$ cat src/hw/rtl/cmdcrc_pkg.sv
// Shared types, codes and CRC helper for the command CRC16 framer.
package cmdcrc_pkg;

	localparam logic [15:0] CRC_POLY = 16'h1021;
	localparam logic [15:0] CRC_INIT = 16'hFFFF;
	localparam logic [15:0] CRC_MSB  = 16'h8000;

	localparam logic [7:0] OP_PROGRAM  = 8'h82;
	localparam logic [7:0] OP_CRC_ON   = 8'h6a;
	localparam logic [7:0] OP_NOCRC_A  = 8'hfd;
	localparam logic [7:0] OP_NOCRC_B  = 8'hf0;
	localparam logic [7:0] OP_NOCRC_C  = 8'h3c;
	localparam logic [7:0] OP_NOCRC_D  = 8'h79;

	localparam logic [7:0] STAT_BUSY_MASK = 8'h02;
	localparam logic [7:0] STAT_PROG_MASK = 8'h01;

	localparam logic ACT_BYTE   = 1'b0;
	localparam logic ACT_REPORT = 1'b1;

	localparam logic KIND_TX      = 1'b0;
	localparam logic KIND_VERDICT = 1'b1;

	localparam logic [1:0] VD_SUCCESS   = 2'd0;
	localparam logic [1:0] VD_RESEND    = 2'd1;
	localparam logic [1:0] VD_XFER_ERR  = 2'd2;
	localparam logic [1:0] VD_EXHAUSTED = 2'd3;

	localparam logic REG_CRC_ENABLE  = 1'b0;
	localparam logic REG_RETRY_LIMIT = 1'b1;

	typedef struct packed {
		logic       action;
		logic [7:0] data_byte;
		logic       last;
		logic       xfer_ok;
		logic [7:0] status_byte;
	} in_beat_t;

	typedef struct packed {
		logic       kind;
		logic [7:0] tx_byte;
		logic       tx_last;
		logic [1:0] verdict;
		logic       crc_used;
		logic [2:0] attempt;
	} out_beat_t;

	typedef struct packed {
		logic       crc_enable;
		logic [2:0] retry_limit;
	} cfg_t;

	// One queued job: a command byte (maybe with CRC tail) or a verdict.
	typedef struct packed {
		logic        is_verdict;
		logic [7:0]  data_byte;
		logic        byte_last;
		logic        crc_follow;
		logic [15:0] crc;
		logic [1:0]  verdict;
		logic        crc_used;
		logic [2:0]  attempt;
	} job_t;

	function automatic logic [15:0] crc_update(input logic [15:0] crc_in,
			input logic [7:0] data);
		logic [15:0] c;
		c = crc_in ^ {data, 8'h00};
		for (int b = 0; b < 8; b++) begin
			if ((c & CRC_MSB) != 16'h0000) begin
				c = {c[14:0], 1'b0} ^ CRC_POLY;
			end else begin
				c = {c[14:0], 1'b0};
			end
		end
		return c;
	endfunction

endpackage

$ cat src/hw/rtl/cmdcrc_front.sv
// Front end: accepts input beats, tracks frame state and CRC, emits jobs.
module cmdcrc_front (
	input  logic                  clk,
	input  logic                  arst_n,
	input  cmdcrc_pkg::cfg_t      cfg,
	input  logic                  cmd_valid,
	output logic                  cmd_ready,
	input  cmdcrc_pkg::in_beat_t  cmd,
	input  logic                  full,
	output logic                  push,
	output cmdcrc_pkg::job_t      push_job
);

	logic        at_start_q;
	logic        mode_q;
	logic        prog_q;
	logic [15:0] crc_q;
	logic [2:0]  attempt_q;

	logic        mode_new;
	logic        mode_eff;
	logic        prog_eff;
	logic [15:0] crc_base;
	logic [15:0] crc_new;
	logic [2:0]  attempts;
	logic        pass;
	logic [1:0]  vd;
	logic [2:0]  attempt_next;

	assign cmd_ready = !full;
	assign push      = cmd_valid && cmd_ready;

	always_comb begin
		case (cmd.data_byte)
			cmdcrc_pkg::OP_PROGRAM, cmdcrc_pkg::OP_CRC_ON: mode_new = 1'b1;
			cmdcrc_pkg::OP_NOCRC_A, cmdcrc_pkg::OP_NOCRC_B,
			cmdcrc_pkg::OP_NOCRC_C, cmdcrc_pkg::OP_NOCRC_D: mode_new = 1'b0;
			default: mode_new = cfg.crc_enable;
		endcase
	end

	assign mode_eff = at_start_q ? mode_new : mode_q;
	assign prog_eff = at_start_q ? (cmd.data_byte == cmdcrc_pkg::OP_PROGRAM) : prog_q;
	assign crc_base = at_start_q ? cmdcrc_pkg::CRC_INIT : crc_q;
	assign crc_new  = cmdcrc_pkg::crc_update(crc_base, cmd.data_byte);

	assign attempts = attempt_q + 3'd1;
	assign pass     = prog_q ? ((cmd.status_byte & cmdcrc_pkg::STAT_PROG_MASK) != 8'h00)
	                         : ((cmd.status_byte & cmdcrc_pkg::STAT_BUSY_MASK) == 8'h00);

	always_comb begin
		attempt_next = 3'd0;
		if (!mode_q) begin
			vd = cmd.xfer_ok ? cmdcrc_pkg::VD_SUCCESS : cmdcrc_pkg::VD_XFER_ERR;
		end else if (!cmd.xfer_ok) begin
			vd = cmdcrc_pkg::VD_XFER_ERR;
		end else if (pass) begin
			vd = cmdcrc_pkg::VD_SUCCESS;
		end else if (attempts >= cfg.retry_limit) begin
			vd = cmdcrc_pkg::VD_EXHAUSTED;
		end else begin
			vd = cmdcrc_pkg::VD_RESEND;
			attempt_next = attempts;
		end
	end

	always_comb begin
		if (cmd.action == cmdcrc_pkg::ACT_BYTE) begin
			push_job.is_verdict = 1'b0;
			push_job.data_byte  = cmd.data_byte;
			push_job.byte_last  = cmd.last && !mode_eff;
			push_job.crc_follow = cmd.last && mode_eff;
			push_job.crc        = crc_new;
			push_job.verdict    = cmdcrc_pkg::VD_SUCCESS;
			push_job.crc_used   = mode_eff;
			push_job.attempt    = attempt_q;
		end else begin
			push_job.is_verdict = 1'b1;
			push_job.data_byte  = 8'h00;
			push_job.byte_last  = 1'b0;
			push_job.crc_follow = 1'b0;
			push_job.crc        = crc_q;
			push_job.verdict    = vd;
			push_job.crc_used   = mode_q;
			push_job.attempt    = attempts;
		end
	end

	always_ff @(posedge clk or negedge arst_n) begin
		if (!arst_n) begin
			at_start_q <= 1'b1;
			mode_q     <= 1'b0;
			prog_q     <= 1'b0;
			crc_q      <= cmdcrc_pkg::CRC_INIT;
			attempt_q  <= 3'd0;
		end else if (push) begin
			if (cmd.action == cmdcrc_pkg::ACT_BYTE) begin
				at_start_q <= cmd.last;
				mode_q     <= mode_eff;
				prog_q     <= prog_eff;
				crc_q      <= crc_new;
			end else begin
				attempt_q  <= attempt_next;
			end
		end
	end

endmodule

$ cat src/hw/rtl/cmdcrc_fifo.sv
// Short job queue between the front and back ends.
module cmdcrc_fifo #(
	parameter int DEPTH = 2
) (
	input  logic                       clk,
	input  logic                       arst_n,
	input  logic                       push,
	input  cmdcrc_pkg::job_t           push_data,
	input  logic                       pop,
	output cmdcrc_pkg::job_t           head,
	output logic                       valid,
	output logic                       full,
	output logic [$clog2(DEPTH+1)-1:0] count
);

	localparam int PW = (DEPTH > 1) ? $clog2(DEPTH) : 1;
	localparam int CW = $clog2(DEPTH+1);

	cmdcrc_pkg::job_t mem_q [DEPTH];
	logic [PW-1:0]    wr_q;
	logic [PW-1:0]    rd_q;
	logic [CW-1:0]    count_q;

	assign head  = mem_q[rd_q];
	assign valid = count_q != CW'(0);
	assign full  = count_q == CW'(DEPTH);
	assign count = count_q;

	always_ff @(posedge clk) begin
		if (push) begin
			mem_q[wr_q] <= push_data;
		end
	end

	always_ff @(posedge clk or negedge arst_n) begin
		if (!arst_n) begin
			wr_q    <= '0;
			rd_q    <= '0;
			count_q <= '0;
		end else begin
			if (push) begin
				wr_q <= (wr_q == PW'(DEPTH-1)) ? '0 : wr_q + PW'(1);
			end
			if (pop) begin
				rd_q <= (rd_q == PW'(DEPTH-1)) ? '0 : rd_q + PW'(1);
			end
			if (push && !pop) begin
				count_q <= count_q + CW'(1);
			end else if (pop && !push) begin
				count_q <= count_q - CW'(1);
			end
		end
	end

endmodule

$ cat src/hw/rtl/cmdcrc_back.sv
// Back end: expands queued jobs into result beats through an output register.
module cmdcrc_back (
	input  logic                   clk,
	input  logic                   arst_n,
	input  cmdcrc_pkg::job_t       head,
	input  logic                   head_valid,
	output logic                   pop,
	output logic                   res_valid,
	input  logic                   res_ready,
	output cmdcrc_pkg::out_beat_t  res
);

	localparam logic [1:0] PH_BYTE   = 2'd0;
	localparam logic [1:0] PH_CRC_LO = 2'd1;
	localparam logic [1:0] PH_CRC_HI = 2'd2;

	logic [1:0]            phase_q;
	logic                  res_valid_q;
	cmdcrc_pkg::out_beat_t res_q;
	cmdcrc_pkg::out_beat_t beat;
	logic                  load;
	logic                  final_beat;

	assign load       = head_valid && (!res_valid_q || res_ready);
	assign final_beat = head.is_verdict || !head.crc_follow || (phase_q == PH_CRC_HI);
	assign pop        = load && final_beat;
	assign res_valid  = res_valid_q;
	assign res        = res_q;

	always_comb begin
		beat.kind     = head.is_verdict ? cmdcrc_pkg::KIND_VERDICT : cmdcrc_pkg::KIND_TX;
		beat.verdict  = head.verdict;
		beat.crc_used = head.crc_used;
		beat.attempt  = head.attempt;
		case (phase_q)
			PH_CRC_LO: begin
				beat.tx_byte = head.crc[7:0];
				beat.tx_last = 1'b0;
			end
			PH_CRC_HI: begin
				beat.tx_byte = head.crc[15:8];
				beat.tx_last = 1'b1;
			end
			default: begin
				beat.tx_byte = head.data_byte;
				beat.tx_last = head.byte_last;
			end
		endcase
	end

	always_ff @(posedge clk) begin
		if (load) begin
			res_q <= beat;
		end
	end

	always_ff @(posedge clk or negedge arst_n) begin
		if (!arst_n) begin
			phase_q     <= PH_BYTE;
			res_valid_q <= 1'b0;
		end else begin
			if (load) begin
				res_valid_q <= 1'b1;
				phase_q     <= final_beat ? PH_BYTE : phase_q + 2'd1;
			end else if (res_ready) begin
				res_valid_q <= 1'b0;
			end
		end
	end

endmodule

$ cat src/hw/rtl/command_crc16_framer_with_retry.sv
// Top level of the command CRC16 framer with retry verdicts.
// Each input beat is taken while the job queue (QDEPTH entries) has room; the
// front end runs the CRC over the whole byte as the beat is taken. A command
// byte yields one result beat, the last byte of a CRC frame three (byte, CRC low,
// CRC high), and a transfer report one verdict beat. The back end delivers one
// result beat per cycle through its output register while res_ready is high,
// so sustained input rate is one beat per cycle, lower while the last byte of a
// CRC frame goes out as three beats. Registers: crc_enable 0x0, retry_limit 0x4.
module command_crc16_framer_with_retry #(
	parameter int QDEPTH = 2
) (
	input  logic                  clk,
	input  logic                  arst_n,
	input  logic                  psel,
	input  logic                  penable,
	input  logic                  pwrite,
	input  logic [2:0]            paddr,
	input  logic [31:0]           pwdata,
	output logic [31:0]           prdata,
	output logic                  pready,
	input  logic                  cmd_valid,
	output logic                  cmd_ready,
	input  cmdcrc_pkg::in_beat_t  cmd,
	output logic                  res_valid,
	input  logic                  res_ready,
	output cmdcrc_pkg::out_beat_t res
);

	cmdcrc_pkg::cfg_t cfg_q;
	cmdcrc_pkg::job_t push_job;
	cmdcrc_pkg::job_t head;
	logic             push;
	logic             pop;
	logic             q_valid;
	logic             q_full;
	logic [$clog2(QDEPTH+1)-1:0] q_count;
	logic             wr_en;

	assign pready = 1'b1;
	assign wr_en  = psel && penable && pwrite;
	assign prdata = (paddr[2] == cmdcrc_pkg::REG_RETRY_LIMIT) ?
	                {29'd0, cfg_q.retry_limit} : {31'd0, cfg_q.crc_enable};

	always_ff @(posedge clk or negedge arst_n) begin
		if (!arst_n) begin
			cfg_q.crc_enable  <= 1'b0;
			cfg_q.retry_limit <= 3'd3;
		end else if (wr_en) begin
			if (paddr[2] == cmdcrc_pkg::REG_CRC_ENABLE) begin
				cfg_q.crc_enable <= pwdata[0];
			end else begin
				cfg_q.retry_limit <= pwdata[2:0];
			end
		end
	end

	cmdcrc_front u_front (
		.clk       (clk),
		.arst_n    (arst_n),
		.cfg       (cfg_q),
		.cmd_valid (cmd_valid),
		.cmd_ready (cmd_ready),
		.cmd       (cmd),
		.full      (q_full),
		.push      (push),
		.push_job  (push_job)
	);

	cmdcrc_fifo #(
		.DEPTH (QDEPTH)
	) u_fifo (
		.clk       (clk),
		.arst_n    (arst_n),
		.push      (push),
		.push_data (push_job),
		.pop       (pop),
		.head      (head),
		.valid     (q_valid),
		.full      (q_full),
		.count     (q_count)
	);

	cmdcrc_back u_back (
		.clk        (clk),
		.arst_n     (arst_n),
		.head       (head),
		.head_valid (q_valid),
		.pop        (pop),
		.res_valid  (res_valid),
		.res_ready  (res_ready),
		.res        (res)
	);

	a_verdict_no_tx: assert property (@(posedge clk) disable iff (!arst_n)
		res_valid && res.kind == cmdcrc_pkg::KIND_VERDICT |->
			res.tx_byte == 8'h00 && !res.tx_last)
		else $error("verdict beat carries transmit fields");

	a_resend_needs_crc: assert property (@(posedge clk) disable iff (!arst_n)
		res_valid && res.kind == cmdcrc_pkg::KIND_VERDICT &&
			res.verdict == cmdcrc_pkg::VD_RESEND |-> res.crc_used)
		else $error("resend on a frame without CRC");

	a_verdict_attempt: assert property (@(posedge clk) disable iff (!arst_n)
		res_valid && res.kind == cmdcrc_pkg::KIND_VERDICT |-> res.attempt != 3'd0)
		else $error("verdict with zero attempts");

	a_queue_bound: assert property (@(posedge clk) disable iff (!arst_n)
		push && !pop |-> q_count != ($bits(q_count))'(QDEPTH))
		else $error("push into full job queue");

endmodule
$ cat config.mk
export PLATFORM = sky130hd
export DESIGN_NAME = command_crc16_framer_with_retry
export DESIGN_NICKNAME = d
export VERILOG_FILES = /design/src/hw/rtl/cmdcrc_pkg.sv /design/src/hw/rtl/cmdcrc_front.sv /design/src/hw/rtl/cmdcrc_fifo.sv /design/src/hw/rtl/cmdcrc_back.sv /design/src/hw/rtl/command_crc16_framer_with_retry.sv
export SDC_FILE = /design/constraint.sdc
export NUM_CORES = 1
export LEC_CHECK = 0
export BUFFER_PORTS_ARGS = -buffer_cell sky130_fd_sc_hd__buf_2
export CAP_MARGIN = 20
export CORE_AREA = 2 2 115 117
export CTS_CLUSTER_DIAMETER = 30
export DETAILED_ROUTE_END_ITERATION = 10
export DIE_AREA = 0 0 117 119
export GPL_TIMING_DRIVEN = 1
export PLACE_DENSITY = 0.65
export SETUP_SLACK_MARGIN = 0.15
export SLEW_MARGIN = 20
export SYNTH_ARGS = -nofsm -noshare
export SYNTH_HDL_FRONTEND = slang
export SYNTH_SLANG_ARGS = --single-unit
$ cat constraint.sdc
create_clock -name clk -period 2.4 [get_ports clk]
set_input_delay 0.36 -clock clk [delete_from_list [all_inputs] [get_ports clk]]
set_output_delay 0.36 -clock clk [all_outputs]
set_load 0.03 [all_outputs]
==> flow_metrics.py <==
metrics = {
    "run_status": {
        "outcome": "finished clean",
    },
    "worst_setup_path": {
        "cpPeakStageDelay_ps": 430,
        "path_cells": "ha_1, ha_1, a21o_1, a2111oi_4, mux2_2",
        "r2r_slack_ps": 440,
        "arrival_ps": 2300,
        "crit_family": "adder cells",
        "crit_top_cell": "ha_1",
        "cp-start-kind": "flop",
        "criticalPathCategory": "flop to flop",
        "endpoint_kind": "flop",
        "crit_buf_inv": 0,
        "cpMaxStageDelayCell": "dfrtp_1",
        "required_ps": 2740,
        "crit_fanout": 4,
    },
    "layout": {
        "drive_gt1_frac": 0.314,
        "area_delta_synth_final_pct": 14.7,
        "fin_util": 0.494,
        "nets": 544,
        "n_antenna_cell": 0,
    },
    "route": {
        "wirelength_um": 10000,
        "vias_per_cell": 4.78,
        "drt.antenna.violating_nets": 0,
        "vias": 3172,
        "drt_pass1_iterations": 4,
        "drt_iter0_drc": 188,
        "drc": 0,
        "drt-wirelength-per-cell_um": 15.1,
    },
    "synth": {
        "synthFlopType": "edfxtp_1",
        "yosysSeqAreaShare": 0.597,
        "async_reset_ff_frac": 0.287,
        "synth_area_mm2": 0.00555,
        "yosys-top-cells-count": "82 x edfxtp_1, 40 x mux2_2, 40 x nand2_1",
        "avgSynthCellArea_um2": 13.0,
        "synth.most_common_cell": "edfxtp_1",
        "synth-edff-count": 82,
        "synth_cells": 426,
        "yosys.area.top_type": "edfxtp_1",
        "ys_warn_count": 0,
        "netlist.area_leader.share": 0.444,
        "ys_ff_latch": 115,
        "synthTopCellsByArea": "edfxtp_1 44%, dfstp_2 9.0%, mux2_2 8.1%, dfrtp_1 6.3%, buf_4 4.1%",
        "synth_cell_type_count": 50,
    },
    "power_and_ir_drop": {
        "vdd_ir_drop_max_mv": 0.567,
        "p_total_w": 0.00899,
        "seqPwrFrac": 0.402,
        "powerDensity_mw_per_mm2": 1410,
        "power.leakage_nw": 2.49,
        "p_int_w": 0.00592,
        "clockPowerShare": 0.241,
        "p_sw_frac": 0.341,
        "p_comb_frac": 0.357,
        "switchingPower_w": 0.00306,
    },
    "clock_network": {
        "cts_tree": "yes",
        "cts_hold_buffers": 0,
        "cts-htree-levels": 4,
        "cts_root_buf": "clkbuf_16",
        "tritoncts_num_sinks": 115,
        "cts_buffers": 17,
        "cts_setup_buffers": 0,
        "post_cts_resized": 0,
        "clkTransAtPathRegs_ps": 50,
        "clk_latency_ps": 400,
        "cts.path.max_buffers": 2,
    },
    "sta": {
        "drv_slew": 0,
        "setup_tns_ps": 0,
        "hold_viol_final": 0,
        "min_period_over_period": 0.817,
        "slew_headroom": 0.464,
        "max_slew.worst_pin.slew_ps": 804,
        "max_freq_mhz": 510,
        "clock_skew_ps": 10.1,
        "setup_viol_count_final": 0,
        "rsz0062_at_grt": "no",
        "post-route-min-period_ps": 1960,
        "fin_ws_ps": 438,
        "holdWs_ps": 66.9,
    },
    "flow_run": {
        "cap_viol_max_count": 0,
    },
    "grt": {
        "antenna_found_initial": 0,
        "track_usage": 0.153,
        "grt_pass1_vias": 3186,
        "grt_overflow_total": 0,
        "grt_pass1_wl_um": 16000,
        "grt_max_degree": 34,
    },
    "place": {
        "numPortBuffers": 44,
        "gp_congestion": 0.772,
        "dp_hpwl_um": 6780,
        "place_ws_ps": 471,
    },
    "floorplanning": {
        "coreArea_mm2": 0.0129,
        "start_util": 0.431,
        "rows": 42,
        "num_io_pins": 112,
        "die_h_um": 119,
        "die_w_um": 117,
        "dieArea_mm2": 0.0139,
    },
    "worst_hold_path": {
        "hold_class": "input port to async pin",
    },
}
## worst register-to-register path: stages, from the launching register on
cell and delay [ps]:
dfrtp_1 430, ha_1 360, ha_1 290, a21o_1 200
a2111oi_4 410, mux2_2 210
## per-stage QoR
stage,cell area [um^2],std cells
global route,6370,663
global placement,5860,633
CTS,6370,663
finish,6370,663
detailed placement,5860,633
floorplan,5660,454
## final timing paths
kind	end	cells after the start	startpoint
setup reg to reg	u_front.attempt_q[0]	5	u_front.attempt_q[0]
max in group asynchronous	u_fifo.count[0]	1	arst_n
hold / removal	u_front.mode_q	1	arst_n
hold reg to reg	u_front.crc_q[10]	2	u_front.crc_q[10]
setup / recovery	u_front.attempt_q[0]	5	u_front.attempt_q[0]
min in group clk	u_front.at_start_q	3	cmd[9]
## cell type report
cell class | instances | area, um^2
fill | 1101 | 6510
inverter | 8 | 30.0
timing repair buffer | 53 | 300
multi-input combinational | 281 | 2000
clock inverter | 9 | 66.3
tap | 176 | 220
clock buffer | 21 | 440
sequential | 115 | 3310
## power groups by stage
stage                     Combinational (W)  Clock, W  Sequential [W]
after floorplan                     0.00225         0         0.00380
after global routing                0.00351   0.00229         0.00369
after CTS                           0.00324   0.00219         0.00361
after detailed placement            0.00321         0         0.00364
final                               0.00321   0.00216         0.00361
after global placement              0.00315         0         0.00360
## layout by cell type, fill, tap and decap left out, types with 2 or more instances in the layout
cell        n
nand2_2     2
inv_2       2
nand2b_1    2
o2111ai_1   2
and2_1      2
xnor2_2     4
buf_2      44
a21oi_1    11
ha_1        7
nand3_1     2
dfstp_2    19
a22o_1      2
clkinv_2    5
xor2_1     13
clkinv_1    3
nor4b_1     2
nor2b_1    10
o21ai_0    24
inv_1       6
clkbuf_1    4
xnor2_1    24
edfxtp_1   82
dfrtp_1    14
nor2_1     24
a221oi_1    8
nand2_1    40
conb_1     30
clkbuf_16  17
mux2i_1     9
and3_1      2
buf_4       8
mux2_2     40
a21o_1      2
## state kept, by name (all words and copies together), names as in the netlist, 2 cells and up
signal / cells
cfg_q: 4
u_back.phase_q: 2
u_back.res: 16
u_fifo.count: 2
u_fifo.mem_q: 66
u_front.attempt_q: 3
u_front.crc_q: 16
## routing by layer
metal | up-vias | wire length (um) | track usage | share of wire
met5 | - | 0 | 0 | 0
met4 | 0 | 114 | 0.0529 | 0.011
met2 | 76 | 5120 | 0.253 | 0.51
met3 | 9 | 373 | 0.0382 | 0.037
met1 | 1534 | 4430 | 0.194 | 0.44
li1 | 1553 | - | - | -
## logic make-up after synthesis
kind of cell | synth area share
simple gates | 0.0832
compound gates | 0.0726
xor+xnor | 0.0701
buf+inv | 0.0629
other cells | 0.00135
mux | 0.0974
flops | 0.597
fa+ha+maj | 0.0158
Note: power is estimated with default switching activity, not from simulation.
